<file path="src/hdl/ucb_pkg.sv">
// ----------------------------------------------------------------------------
// ucb_pkg
// Shared types, codes and sizes of the serial command bridge.
// ----------------------------------------------------------------------------
package ucb_pkg;

  // Default width of the instruction slot counter
  localparam int INSTR_INDEX_BITS_DEFAULT = 16;

  // Entries in the job queue between front and back (power of two)
  localparam int JOB_QUEUE_DEPTH = 4;

  // Input item codes
  localparam logic [1:0] CMD_SERIAL_BYTE = 2'd0;
  localparam logic [1:0] CMD_READ_DATA   = 2'd1;
  localparam logic [1:0] CMD_KERNEL_DONE = 2'd2;

  // Serial command bytes
  localparam logic [7:0] OP_LOAD_INSTR  = 8'd1;
  localparam logic [7:0] OP_RESET_INDEX = 8'd2;
  localparam logic [7:0] OP_START       = 8'd3;
  localparam logic [7:0] OP_QUERY       = 8'd4;
  localparam logic [7:0] OP_READ_CYCLES = 8'd5;
  localparam logic [7:0] OP_LOAD_MEM    = 8'd6;
  localparam logic [7:0] OP_READ_MEM    = 8'd7;
  localparam logic [7:0] OP_WRITE_ZERO  = 8'd9;

  // Result kinds
  localparam logic [2:0] KIND_SEND_BYTE  = 3'd0;
  localparam logic [2:0] KIND_INSTR_WR   = 3'd1;
  localparam logic [2:0] KIND_MEM_WR     = 3'd2;
  localparam logic [2:0] KIND_MEM_RD     = 3'd3;
  localparam logic [2:0] KIND_CYCLES_RD  = 3'd4;
  localparam logic [2:0] KIND_START      = 3'd5;

  localparam logic [7:0]  DONE_BYTE      = 8'd50;
  localparam logic [31:0] WORD_STEP      = 32'd4;

  typedef struct packed {
    logic [1:0]  cmd;
    logic [7:0]  rx_byte;
    logic [31:0] read_data;
  } command_t;

  typedef struct packed {
    logic [2:0]  kind;
    logic [7:0]  tx_byte;
    logic [15:0] instr_index;
    logic [31:0] bus_address;
    logic [31:0] bus_data;
    logic        last;
  } result_t;

  // One decoded request for the back end: an optional four-byte word to
  // send, then an optional closing result.
  typedef struct packed {
    logic        echo;
    logic [31:0] word;
    logic        has_tail;
    result_t     tail;
  } job_t;

endpackage

</file>
<file path="src/hdl/ucb_front.sv">
// ----------------------------------------------------------------------------
// ucb_front
// Command decoder: takes input requests, tracks mode and pointers, emits jobs.
// ----------------------------------------------------------------------------
module ucb_front #(
  parameter int INSTR_INDEX_BITS = ucb_pkg::INSTR_INDEX_BITS_DEFAULT
) (
  input  logic              clk,
  input  logic              rst,
  input  logic              accept,
  input  ucb_pkg::command_t command,
  input  logic              cfg_write,
  input  logic [31:0]       cfg_data,
  output logic              job_push,
  output ucb_pkg::job_t     job
);

  localparam logic [2:0] MODE_IDLE       = 3'd0;
  localparam logic [2:0] MODE_LOAD_INSTR = 3'd1;
  localparam logic [2:0] MODE_LOAD_MEM   = 3'd2;
  localparam logic [2:0] MODE_READ_ADDR  = 3'd3;
  localparam logic [2:0] MODE_RUNNING    = 3'd4;

  logic [2:0]                  mode, mode_next;
  logic [1:0]                  payload_count, payload_count_next;
  logic [23:0]                 payload_shift, payload_shift_next;
  logic [INSTR_INDEX_BITS-1:0] instr_counter, instr_counter_next;
  logic [31:0]                 memory_pointer, memory_pointer_next;
  logic                        read_pending, read_pending_next;
  logic [31:0]                 counter_wide;
  logic [31:0]                 word;
  logic                        in_payload;
  logic                        job_valid;

  assign counter_wide = 32'(instr_counter);
  assign word         = {payload_shift, command.rx_byte};
  assign in_payload   = (mode == MODE_LOAD_INSTR) || (mode == MODE_LOAD_MEM) ||
                        (mode == MODE_READ_ADDR);

  always_comb begin
    mode_next           = mode;
    payload_count_next  = payload_count;
    payload_shift_next  = payload_shift;
    instr_counter_next  = instr_counter;
    memory_pointer_next = memory_pointer;
    read_pending_next   = read_pending;
    job                 = '0;
    job_valid           = 1'b0;
    case (command.cmd)
      ucb_pkg::CMD_SERIAL_BYTE: begin
        if (in_payload) begin
          if (payload_count != 2'd3) begin
            payload_shift_next = {payload_shift[15:0], command.rx_byte};
            payload_count_next = payload_count + 2'd1;
          end else begin
            payload_count_next = '0;
            payload_shift_next = '0;
            mode_next          = MODE_IDLE;
            job_valid          = 1'b1;
            job.has_tail       = 1'b1;
            job.word           = word;
            if (mode == MODE_LOAD_INSTR) begin
              job.echo             = 1'b1;
              job.tail.kind        = ucb_pkg::KIND_INSTR_WR;
              job.tail.instr_index = counter_wide[15:0];
              job.tail.bus_data    = word;
              instr_counter_next   = instr_counter + INSTR_INDEX_BITS'(1);
            end else if (mode == MODE_LOAD_MEM) begin
              job.echo             = 1'b1;
              job.tail.kind        = ucb_pkg::KIND_MEM_WR;
              job.tail.bus_address = memory_pointer;
              job.tail.bus_data    = word;
              memory_pointer_next  = memory_pointer + ucb_pkg::WORD_STEP;
            end else begin
              job.tail.kind        = ucb_pkg::KIND_MEM_RD;
              job.tail.bus_address = word;
              read_pending_next    = 1'b1;
            end
          end
        end else begin
          case (command.rx_byte)
            ucb_pkg::OP_LOAD_INSTR: begin
              mode_next          = MODE_LOAD_INSTR;
              payload_count_next = '0;
              payload_shift_next = '0;
            end
            ucb_pkg::OP_RESET_INDEX: begin
              instr_counter_next = '0;
            end
            ucb_pkg::OP_START: begin
              job_valid     = 1'b1;
              job.has_tail  = 1'b1;
              job.tail.kind = ucb_pkg::KIND_START;
              mode_next     = MODE_RUNNING;
            end
            ucb_pkg::OP_QUERY: begin
              job_valid        = 1'b1;
              job.has_tail     = 1'b1;
              job.tail.kind    = ucb_pkg::KIND_SEND_BYTE;
              job.tail.tx_byte = {7'd0, mode == MODE_RUNNING};
            end
            ucb_pkg::OP_READ_CYCLES: begin
              job_valid         = 1'b1;
              job.has_tail      = 1'b1;
              job.tail.kind     = ucb_pkg::KIND_CYCLES_RD;
              read_pending_next = 1'b1;
            end
            ucb_pkg::OP_LOAD_MEM: begin
              mode_next          = MODE_LOAD_MEM;
              payload_count_next = '0;
              payload_shift_next = '0;
            end
            ucb_pkg::OP_READ_MEM: begin
              mode_next          = MODE_READ_ADDR;
              payload_count_next = '0;
              payload_shift_next = '0;
            end
            ucb_pkg::OP_WRITE_ZERO: begin
              job_valid            = 1'b1;
              job.has_tail         = 1'b1;
              job.tail.kind        = ucb_pkg::KIND_MEM_WR;
              job.tail.bus_address = memory_pointer;
              memory_pointer_next  = memory_pointer + ucb_pkg::WORD_STEP;
            end
            default: begin
            end
          endcase
        end
      end
      ucb_pkg::CMD_READ_DATA: begin
        if (read_pending) begin
          read_pending_next = 1'b0;
          job_valid         = 1'b1;
          job.echo          = 1'b1;
          job.word          = command.read_data;
        end
      end
      ucb_pkg::CMD_KERNEL_DONE: begin
        if (mode == MODE_RUNNING) begin
          mode_next        = MODE_IDLE;
          job_valid        = 1'b1;
          job.has_tail     = 1'b1;
          job.tail.kind    = ucb_pkg::KIND_SEND_BYTE;
          job.tail.tx_byte = ucb_pkg::DONE_BYTE;
        end
      end
      default: begin
      end
    endcase
  end

  assign job_push = accept && job_valid;

  always_ff @(posedge clk) begin
    if (rst) begin
      mode           <= MODE_IDLE;
      payload_count  <= '0;
      payload_shift  <= '0;
      instr_counter  <= '0;
      memory_pointer <= '0;
      read_pending   <= 1'b0;
    end else if (cfg_write) begin
      memory_pointer <= cfg_data;
    end else if (accept) begin
      mode           <= mode_next;
      payload_count  <= payload_count_next;
      payload_shift  <= payload_shift_next;
      instr_counter  <= instr_counter_next;
      memory_pointer <= memory_pointer_next;
      read_pending   <= read_pending_next;
    end
  end

endmodule

</file>
<file path="src/hdl/ucb_job_fifo.sv">
// ----------------------------------------------------------------------------
// ucb_job_fifo
// Short queue of decoded jobs between decoder and sequencer.
// ----------------------------------------------------------------------------
module ucb_job_fifo (
  input  logic          clk,
  input  logic          rst,
  input  logic          push,
  input  ucb_pkg::job_t push_job,
  output logic          full,
  input  logic          pop,
  output ucb_pkg::job_t head,
  output logic          empty
);

  localparam int DEPTH      = ucb_pkg::JOB_QUEUE_DEPTH;
  localparam int PTR_BITS   = $clog2(DEPTH);
  localparam int COUNT_BITS = $clog2(DEPTH + 1);

  ucb_pkg::job_t         entries [DEPTH];
  logic [PTR_BITS-1:0]   wr_ptr, rd_ptr;
  logic [COUNT_BITS-1:0] count;

  assign full  = (count == COUNT_BITS'(DEPTH));
  assign empty = (count == '0);
  assign head  = entries[rd_ptr];

  always_ff @(posedge clk) begin
    if (push) begin
      entries[wr_ptr] <= push_job;
    end
  end

  always_ff @(posedge clk) begin
    if (rst) begin
      wr_ptr <= '0;
      rd_ptr <= '0;
      count  <= '0;
    end else begin
      if (push) begin
        wr_ptr <= wr_ptr + PTR_BITS'(1);
      end
      if (pop) begin
        rd_ptr <= rd_ptr + PTR_BITS'(1);
      end
      if (push && !pop) begin
        count <= count + COUNT_BITS'(1);
      end else if (pop && !push) begin
        count <= count - COUNT_BITS'(1);
      end
    end
  end

endmodule

</file>
<file path="src/hdl/ucb_back.sv">
// ----------------------------------------------------------------------------
// ucb_back
// Result sequencer: expands one job into its results, one per cycle while the result side pops.
// ----------------------------------------------------------------------------
module ucb_back (
  input  logic             clk,
  input  logic             rst,
  input  ucb_pkg::job_t    head,
  input  logic             job_empty,
  output logic             job_pop,
  output ucb_pkg::result_t result,
  output logic             empty,
  input  logic             pop
);

  logic [2:0]       step;
  logic             res_valid;
  logic             load;
  logic             is_byte;
  logic             final_step;
  logic [7:0]       word_byte;
  ucb_pkg::result_t next_result;

  assign is_byte    = head.echo && !step[2];
  assign final_step = is_byte ? (!head.has_tail && (step[1:0] == 2'd3)) : 1'b1;
  assign load       = !job_empty && (!res_valid || pop);
  assign job_pop    = load && final_step;
  assign empty      = !res_valid;

  always_comb begin
    case (step[1:0])
      2'd0:    word_byte = head.word[31:24];
      2'd1:    word_byte = head.word[23:16];
      2'd2:    word_byte = head.word[15:8];
      default: word_byte = head.word[7:0];
    endcase
  end

  always_comb begin
    if (is_byte) begin
      next_result         = '0;
      next_result.kind    = ucb_pkg::KIND_SEND_BYTE;
      next_result.tx_byte = word_byte;
    end else begin
      next_result = head.tail;
    end
    next_result.last = final_step;
  end

  always_ff @(posedge clk) begin
    if (load) begin
      result <= next_result;
    end
  end

  always_ff @(posedge clk) begin
    if (rst) begin
      res_valid <= 1'b0;
      step      <= '0;
    end else if (load) begin
      res_valid <= 1'b1;
      step      <= final_step ? 3'd0 : step + 3'd1;
    end else if (pop) begin
      res_valid <= 1'b0;
    end
  end

  // A finished job leaves a closing result behind
  a_pop_marks_last: assert property (@(posedge clk) disable iff (rst)
    job_pop |=> (res_valid && result.last))
    else $error("job retired without a last result");

  // Word bytes never run past the fourth
  a_step_bound: assert property (@(posedge clk) disable iff (rst)
    (step[2] |-> (head.echo && head.has_tail && !job_empty)))
    else $error("sequencer step beyond the word");

  // Step returns to zero whenever a job is retired
  a_step_clear: assert property (@(posedge clk) disable iff (rst)
    job_pop |=> (step == 3'd0))
    else $error("step not cleared after job");

endmodule

</file>
<file path="src/hdl/uart_command_bridge_unit.sv">
// ----------------------------------------------------------------------------
// uart_command_bridge_unit
// Serial command bridge: decodes command bytes, bus read returns and kernel
// completion into byte sends, instruction/memory writes and read requests.
// ----------------------------------------------------------------------------
//
//  channel   signals                      request moved
//  --------  ---------------------------  ------------------------------------
//  command   push, full, command          cmd, rx_byte, read_data
//  result    empty, pop, result           kind, tx_byte, instr_index,
//                                         bus_address, bus_data, last
//  config    cfg_valid, cfg_ready,        memory_base (loads memory pointer)
//            cfg_data
//
//  A command is taken every cycle while the job queue has room; the decoder
//  settles it in the cycle it is accepted.
//  The sequencer sends one result per cycle while results are popped; a command
//  gives up to five results (five for a loaded word: four echo bytes and
//  the write); that sequencer sets the sustained rate.
//  full rises only when the job queue is full; a stalled result side backs
//  up through the queue, never dropping a request.
//  Synchronous reset clears mode, counters, memory pointer and both queues.
//  cfg_ready is always high; writes belong in idle periods.
// ----------------------------------------------------------------------------
module uart_command_bridge_unit #(
  parameter int INSTR_INDEX_BITS = ucb_pkg::INSTR_INDEX_BITS_DEFAULT
) (
  input  logic              clk,
  input  logic              rst,
  // command side
  input  logic              push,
  output logic              full,
  input  ucb_pkg::command_t command,
  // result side
  output logic              empty,
  input  logic              pop,
  output ucb_pkg::result_t  result,
  // configuration
  input  logic              cfg_valid,
  output logic              cfg_ready,
  input  logic [31:0]       cfg_data
);

  logic          accept;
  logic          job_push;
  logic          job_full;
  logic          job_pop;
  logic          job_empty;
  ucb_pkg::job_t job;
  ucb_pkg::job_t head;

  assign cfg_ready = 1'b1;
  assign full      = job_full;
  // a command that makes no job still needs a free slot to be taken
  assign accept    = push && !job_full;

  ucb_front #(
    .INSTR_INDEX_BITS(INSTR_INDEX_BITS)
  ) u_front (
    .clk       (clk),
    .rst       (rst),
    .accept    (accept),
    .command   (command),
    .cfg_write (cfg_valid && cfg_ready),
    .cfg_data  (cfg_data),
    .job_push  (job_push),
    .job       (job)
  );

  ucb_job_fifo u_jobs (
    .clk      (clk),
    .rst      (rst),
    .push     (job_push),
    .push_job (job),
    .full     (job_full),
    .pop      (job_pop),
    .head     (head),
    .empty    (job_empty)
  );

  ucb_back u_back (
    .clk       (clk),
    .rst       (rst),
    .head      (head),
    .job_empty (job_empty),
    .job_pop   (job_pop),
    .result    (result),
    .empty     (empty),
    .pop       (pop)
  );

  // Queue is never written past its depth
  a_no_overflow: assert property (@(posedge clk) disable iff (rst)
    !(job_push && job_full))
    else $error("job queue overflow");

  // Queue is never read while empty
  a_no_underflow: assert property (@(posedge clk) disable iff (rst)
    job_pop |-> !job_empty)
    else $error("job queue underflow");

  // Reset leaves no result waiting
  a_reset_empty: assert property (@(posedge clk)
    rst |=> empty)
    else $error("result present after reset");

endmodule

</file>
<file path="config.mk">
export PLATFORM = sky130hd
export DESIGN_NAME = uart_command_bridge_unit
export DESIGN_NICKNAME = d
export VERILOG_FILES = /design/src/hdl/ucb_pkg.sv /design/src/hdl/ucb_front.sv /design/src/hdl/ucb_job_fifo.sv /design/src/hdl/ucb_back.sv /design/src/hdl/uart_command_bridge_unit.sv
export SDC_FILE = /design/constraint.sdc
export NUM_CORES = 1
export LEC_CHECK = 0
export BUFFER_PORTS_ARGS = -buffer_cell sky130_fd_sc_hd__clkbuf_2
export CORE_MARGIN = 2
export CORE_UTILIZATION = 51
export CTS_CLUSTER_DIAMETER = 40
export DETAILED_ROUTE_END_ITERATION = 16
export GPL_TIMING_DRIVEN = 1
export PLACE_DENSITY_LB_ADDON = 0.08
export SYNTH_ARGS = -nofsm -noshare
export SYNTH_HDL_FRONTEND = slang
export SYNTH_SLANG_ARGS = --single-unit
</file>
<file path="constraint.sdc">
create_clock -name clk -period 5.13 [get_ports clk]
set_clock_uncertainty 0.1 [all_clocks]
set_input_delay 0 -clock clk [delete_from_list [all_inputs] [get_ports clk]]
set_output_delay 0 -clock clk [all_outputs]
set_load 0.02 [all_outputs]
</file>
# After elaboration in Yosys (flattened, before gate mapping)
# Memories as Yosys holds them, arrays and structs flattened. A register that Yosys moved wholly into a read port is not among the register bits.
# Cells that the tools add are included.
# op_classes
reduce_logical	37
mux	72
eq_ne	30
n_bitwise	1
add_sub_neg	8
# op_table
operator	count
$mux 32	15
$mux 80	2
$mux 16	6
$mux 89	1
$mux 24	3
$mux 33	2
$pmux 33 s2	1
$mux 37	1
$add 32x3->32 const B	1
$eq 8x3->1 const B	4
$pmux 12 s2	1
$pmux 8 s3	1
$mux 1	19
$mux 3	6
$ne 3x3->1 const B	6
$reduce_and 6->1	3
$add 16x1->16 const B	1
$eq 8x2->1 const B	2
$pmux 4 s4	1
$reduce_bool 2->1	8
$mux 12	1
$mux 2	6
$pmux 3 s4	1
$eq 8x1->1 const B	1
other kinds (29)	55
# totals
inputBits	79
mem_bits_rw	500
ff_bits	181
word_cells	166
n_memories	1
out_inout_bits	95
# memory_table
name	depth	width	read_ports	rd_clocked_by_memory_dff	write_ports	line	rtl
u_jobs.entries	4	125	1	1	1	ucb_job_fifo.sv:20	ucb_pkg::job_t entries [DEPTH];

# Logic depth before layout (Yosys ltp)
# logic_depth
ltp_word	10
ltp_mapped	11
depth_no_buf	11

# Hierarchy
# From an unflattened synthesis, not the netlist that was laid out.
# unflattened
cells_unflattened	1694
hier_area_um2	28125.7
# by_module_without_submodules
module	cells_per_inst	instances	area_per_inst_um2
ucb_job_fifo	702	1	18576.6
ucb_front	726	1	5644.2
ucb_back	263	1	3880.0
uart_command_bridge_unit	3	1	25.0

# Worst setup path after synthesis
# OpenSTA, ideal clock, no wires.
# synth_path
kind	reg-to-reg
from	register u_front.mode[1]
to	memory u_jobs.entries[2][0] in the netlist's numbering (enable)
arrival_ps	4463
n_path_buf	1
setup_slack_ps	76
setup_ps	492
stages_incl_launch_ff	7
path_cell_list	dfxtp_1 -> buf_1 -> nor2_1 -> nor3_1 -> nor3_1 -> a21oi_1 -> and2_1
# synth_via
elab_chain_len	8
elab_cells_between_ends	12
cone_classes	4 x eq/ne; 5 x mux; 3 x reduce/logical
# synth_lines
item	line	rtl
start, declared	ucb_front.sv:24	logic [2:0] mode, mode_next;
start signal, assigned	ucb_front.sv:165	mode <= mode_next;
$eq 3x1->1 / $eq 3x2->1 (equally long branches)	ucb_front.sv:37	assign in_payload = (mode == MODE_LOAD_INSTR) || (mode == MODE_LOAD_MEM) ||
$logic_or 1x1->1 (2 in a row)	ucb_front.sv:37	
$mux 1	ucb_front.sv:51	if (in_payload) begin
$pmux 1 s3 *	ucb_front.sv:49	case (command.cmd)
$logic_and 1x1->1 *	ucb_front.sv:152	assign job_push = accept && job_valid;
net job_push	uart_command_bridge_unit.sv:45	logic job_push;
$mux 1 *	ucb_job_fifo.sv:29	if (push) begin
$mux 1 (not written as such) *	ucb_job_fifo.sv:30	entries[wr_ptr] <= push_job;
end, declared	ucb_job_fifo.sv:20	
# The timed path passes the listed nets; every way through them passes the cells marked *.

# Worst setup path after layout
# layout_path
from	input command[41] in the netlist's numbering
to	memory u_jobs.entries[3][11] in the netlist's numbering (enable)
# layout_via
elab_chain_len	5
elab_cells_between_ends	7
cone_classes	2 x eq/ne; 3 x mux; 2 x reduce/logical
# layout_lines
item	line	rtl
start, declared	uart_command_bridge_unit.sv:33	input ucb_pkg::command_t command,
$eq 2x2->1 (tied with other cells)	ucb_front.sv:49	
$pmux 1 s3 *	ucb_front.sv:49	
$logic_and 1x1->1 *	ucb_front.sv:152	
net job_push	uart_command_bridge_unit.sv:45	
$mux 1 *	ucb_job_fifo.sv:29	
$mux 1 (not written as such) *	ucb_job_fifo.sv:30	
# Marked as above.

==> parameters.txt <==
Parameter                              Value

STA
  Worst slew slack as a fraction of its limit ... around 18%
  Final-report max-slew violation count ... 0
  RSZ-0062 raised after global routing ... false
  Total negative slack ... 0 ns
  Pin slew with the least headroom to its limit ... 1.22 ns
  Final worst-path cycle share ... a little over two thirds
  Number of endpoints failing setup at the final stage ... 0
  Tightest hold margin ... 0.0411 ns
  Highest attainable clock frequency ... about 0.28 GHz
  Final hold viol count ... 0
  Tmin final ... around 3.6 ns

Placed design
  Final HPWL from detailed placement ... between 30000 and 40000 um
  RePlAce Congestion ... 0.854
  Placed instance count ... approximately 2400
  Number of port buffers ... roughly 170

Flow run
  Max-cap violations ... 0

Worst setup path
  R2R Setup Slk ... about 1.6 ns
  Worst setup EP type ... register
  Crit-path max FO ... 47
  Endpoint arrival time on the critical path ... between 3 and 4 ns
  Cells on worst reg2reg path ... 5
  Capturing point of the worst reg2reg path ... u_jobs.entries[3][11]
  R2R Path Start ... u_front.mode[2]
  Launching element type of the critical path ... input port
  Data required time at the worst endpoint ... about 5.3 ns
  Critical path class ... in -> reg

Detailed routing
  DRC viols ... 0
  Via-to-Cell Ratio ... around 6
  Wirelength per Cell ... 24.5 um
  Via count ... between 15000 and 20000
  Overall routed net length ... about 65000 um
  First-pass iteration count of the detailed router ... 7
  Starting DRT DRC Count ... around 1600
  Antenna Violating Nets Remaining ... 0

Floorplan
  Number of primary I/O pins ... 174
  Core area ... between 50000 and 60000 um2
  Initial Util ... around half
  Die height ... 232 um
  Die Area ... ~54000 um2
  Die X-Extent ... between 200 and 250 um
  Number of rows created at floorplan ... 83

Run status
  Run status ... complete, no violations

Clock tree
  Number of buffers added by the clock tree synthesis step ... 85
  Clock tree from TritonCTS ... built
  Number of clock sinks seen by CTS ... ~660
  Latest clock arrival within the worst-skew pair ... between 0.6 and 0.7 ns
  Total number of H-tree levels ... 3
  Buffer depth of the longest clock path ... 3
  Worst-path clk slew ... around 0.05 ns
  Clk root buf ... sky130_fd_sc_hd__clkbuf_16

Synthesis
  Synth warnings ... 0
  Area of the mapped netlist ... about 27000 um2
  Share of synthesized flip-flops with an asynchronous set or reset ... 0%
  Number of flops mapped to enable cells by yosys ... roughly 570
  Post-synthesis cell type with the largest combined area ... sky130_fd_sc_hd__edfxtp_1
  Number of synthesized register bits ... about 660
  Part of the Yosys area used for sequential elements ... 71.0%
  Ranking of synthesized cells by instance count ... sky130_fd_sc_hd__edfxtp_1, sky130_fd_sc_hd__mux4_2, sky130_fd_sc_hd__dfxtp_1
  Leading cell types by total area after synthesis ... sky130_fd_sc_hd__edfxtp_1, sky130_fd_sc_hd__mux4_2, sky130_fd_sc_hd__dfxtp_1
  Area fraction of the dominant cell type after synthesis ... between 60 and 70%
  Mean instance size in the synthesized netlist ... around 16 um2
  Cells after Synth ... roughly 1600
  Netlist cell types ... 67
  Most used flip-flop cell after synthesis ... sky130_fd_sc_hd__edfxtp_1
  Most repeated cell in the gate-level netlist after synthesis ... sky130_fd_sc_hd__edfxtp_1
  Synth Net Count ... 1724

Power
  Static Leakage ... between 10 and 15 nW
  Worst VDD drop ... between 0.2 and 0.3 mV
  Power Density ... 421 nW/um2

GRT
  Number of antenna violations at the first check in global routing ... 1
  Number of global-route vias before repair ... 15900
  Global-route wire length before repair ... around 99000 um
  Largest net degree at the start of global routing ... 94
  Congestion Overflow GR ... 0
  GRT Total Usage ... between 20% and 30%

Min path
  Worst min-delay path endpoint ... u_front.memory_pointer[21]
  Worst hold path type ... in -> reg
  Number of cells on the worst hold path ... 4
  Hold Startpoint ... cfg_valid

Final layout
  Nets ... between 2000 and 2500
  Number of non-filler instances in the completed layout ... around 2700
  Share of cells above drive strength 1 ... roughly 25%
  Synth-to-Final Area Change ... 21.0%
[final cells by class]
class,count,area [um2]
antenna,1,2.50
clock buffer,100,2260
clock inverter,60,624
fill,3781,19200
inverter,21,81.3
multi-input combinational,846,7290
sequential,659,18900
tap,680,851
timing repair buffer,309,2210
[flip-flops by register name (all words and copies together) (netlist names), 2 cells and up, named ones only]
signal                  cells
u_front.instr_counter      16
u_jobs.wr_ptr               2
u_jobs.rd_ptr               2
u_front.payload_count       2
u_front.payload_shift      24
u_back.step                 3
u_jobs.entries            476
u_front.memory_pointer     32
u_jobs.count                3
u_back.result              92
u_front.mode                3
[kinds of logic after synthesis]
| logic type | after synthesis | share of synthesized area (%) |
|---|---|---|
| flops | 659 | 71.0 |
| simple gates | 472 | 9.59 |
| compound gates | 187 | 4.98 |
| mux | 137 | 10.8 |
| buf+inv | 127 | 1.88 |
| xor+xnor | 36 | 1.19 |
| fa+ha+maj | 13 | 0.640 |
| other cells | 1 | 0.0141 |
[worst max path at each step]
stage	start	endpoint	slack [ns]	cells after the start
floorplan	u_front.mode[1]	u_jobs.entries[2][0]	0.08	6
global placement	command[41]	u_jobs.entries[3][10]	1.49	6
detailed placement	command[41]	u_jobs.entries[3][11]	1.42	6
CTS	command[41]	u_jobs.entries[3][10]	1.49	7
global route	command[41]	u_jobs.entries[3][11]	1.31	7
finish	command[41]	u_jobs.entries[3][11]	1.51	7
[per-layer routing]
metal / share of wire (%) / global-route usage [%] / routed length, um / vias up
li1: - / - / - / 6997
met2: 48 / 38.5 / 31200 / 611
met3: 6.3 / 3.76 / 4100 / 82
met5: 0.017 / 0 / 11 / -
met4: 1.7 / 7.49 / 1140 / 2
met1: 44 / 36.5 / 29000 / 8102
[critical path, cell delays in order]
cell	delay, ns
sky130_fd_sc_hd__dlygate4sd3_1	0.54
sky130_fd_sc_hd__clkbuf_2	0.16
sky130_fd_sc_hd__or2_2	0.65
sky130_fd_sc_hd__or4_1	0.65
sky130_fd_sc_hd__a21oi_1	0.54
sky130_fd_sc_hd__and2_4	0.77
sky130_fd_sc_hd__buf_4	0.45
[cells in the final DEF, fill, tap and decap left out, types with 18 or more instances in the layout]
master	count
sky130_fd_sc_hd__a21oi_1	26
sky130_fd_sc_hd__a22o_1	32
sky130_fd_sc_hd__a22oi_1	37
sky130_fd_sc_hd__and2_1	48
sky130_fd_sc_hd__buf_4	29
sky130_fd_sc_hd__clkbuf_16	88
sky130_fd_sc_hd__clkbuf_2	172
sky130_fd_sc_hd__dfxtp_1	89
sky130_fd_sc_hd__dlygate4sd3_1	103
sky130_fd_sc_hd__edfxtp_1	568
sky130_fd_sc_hd__inv_1	19
sky130_fd_sc_hd__mux4_2	119
sky130_fd_sc_hd__nand2_1	71
sky130_fd_sc_hd__nand3_1	42
sky130_fd_sc_hd__nor2_1	90
sky130_fd_sc_hd__nor2b_1	89
sky130_fd_sc_hd__nor3_1	18
sky130_fd_sc_hd__nor4_1	36
sky130_fd_sc_hd__o21ai_0	33
sky130_fd_sc_hd__xnor2_1	31
[power breakdown]
part	switching [mW]	internal [mW]
logic	0.841	0.597
registers	0.128	6.06
clock network	2.35	3.57
total	3.32	10.2
[through the flow]
stage               total power, mW  cell area [um2]  util (%)  worst slack (ns)
finish                         13.6            32200      62.6              1.51
global route                   14.0            32200      62.6              1.31
CTS                            13.7            32200      62.6              1.49
detailed placement             7.69            28300      55.0              1.42
global placement               7.68            28300      55.0              1.49
floorplan                      7.22            26600         -            0.0755
[repair_timing]
action                                 in CTS  in global routing
setup buffers                               0                  0
hold buffers                              103                  0
gates resized for setup                     0                  0
endpoints found under the hold margin     236                  0
setup endpoints to repair                   0                  0
(Power assumes the default switching activity.)
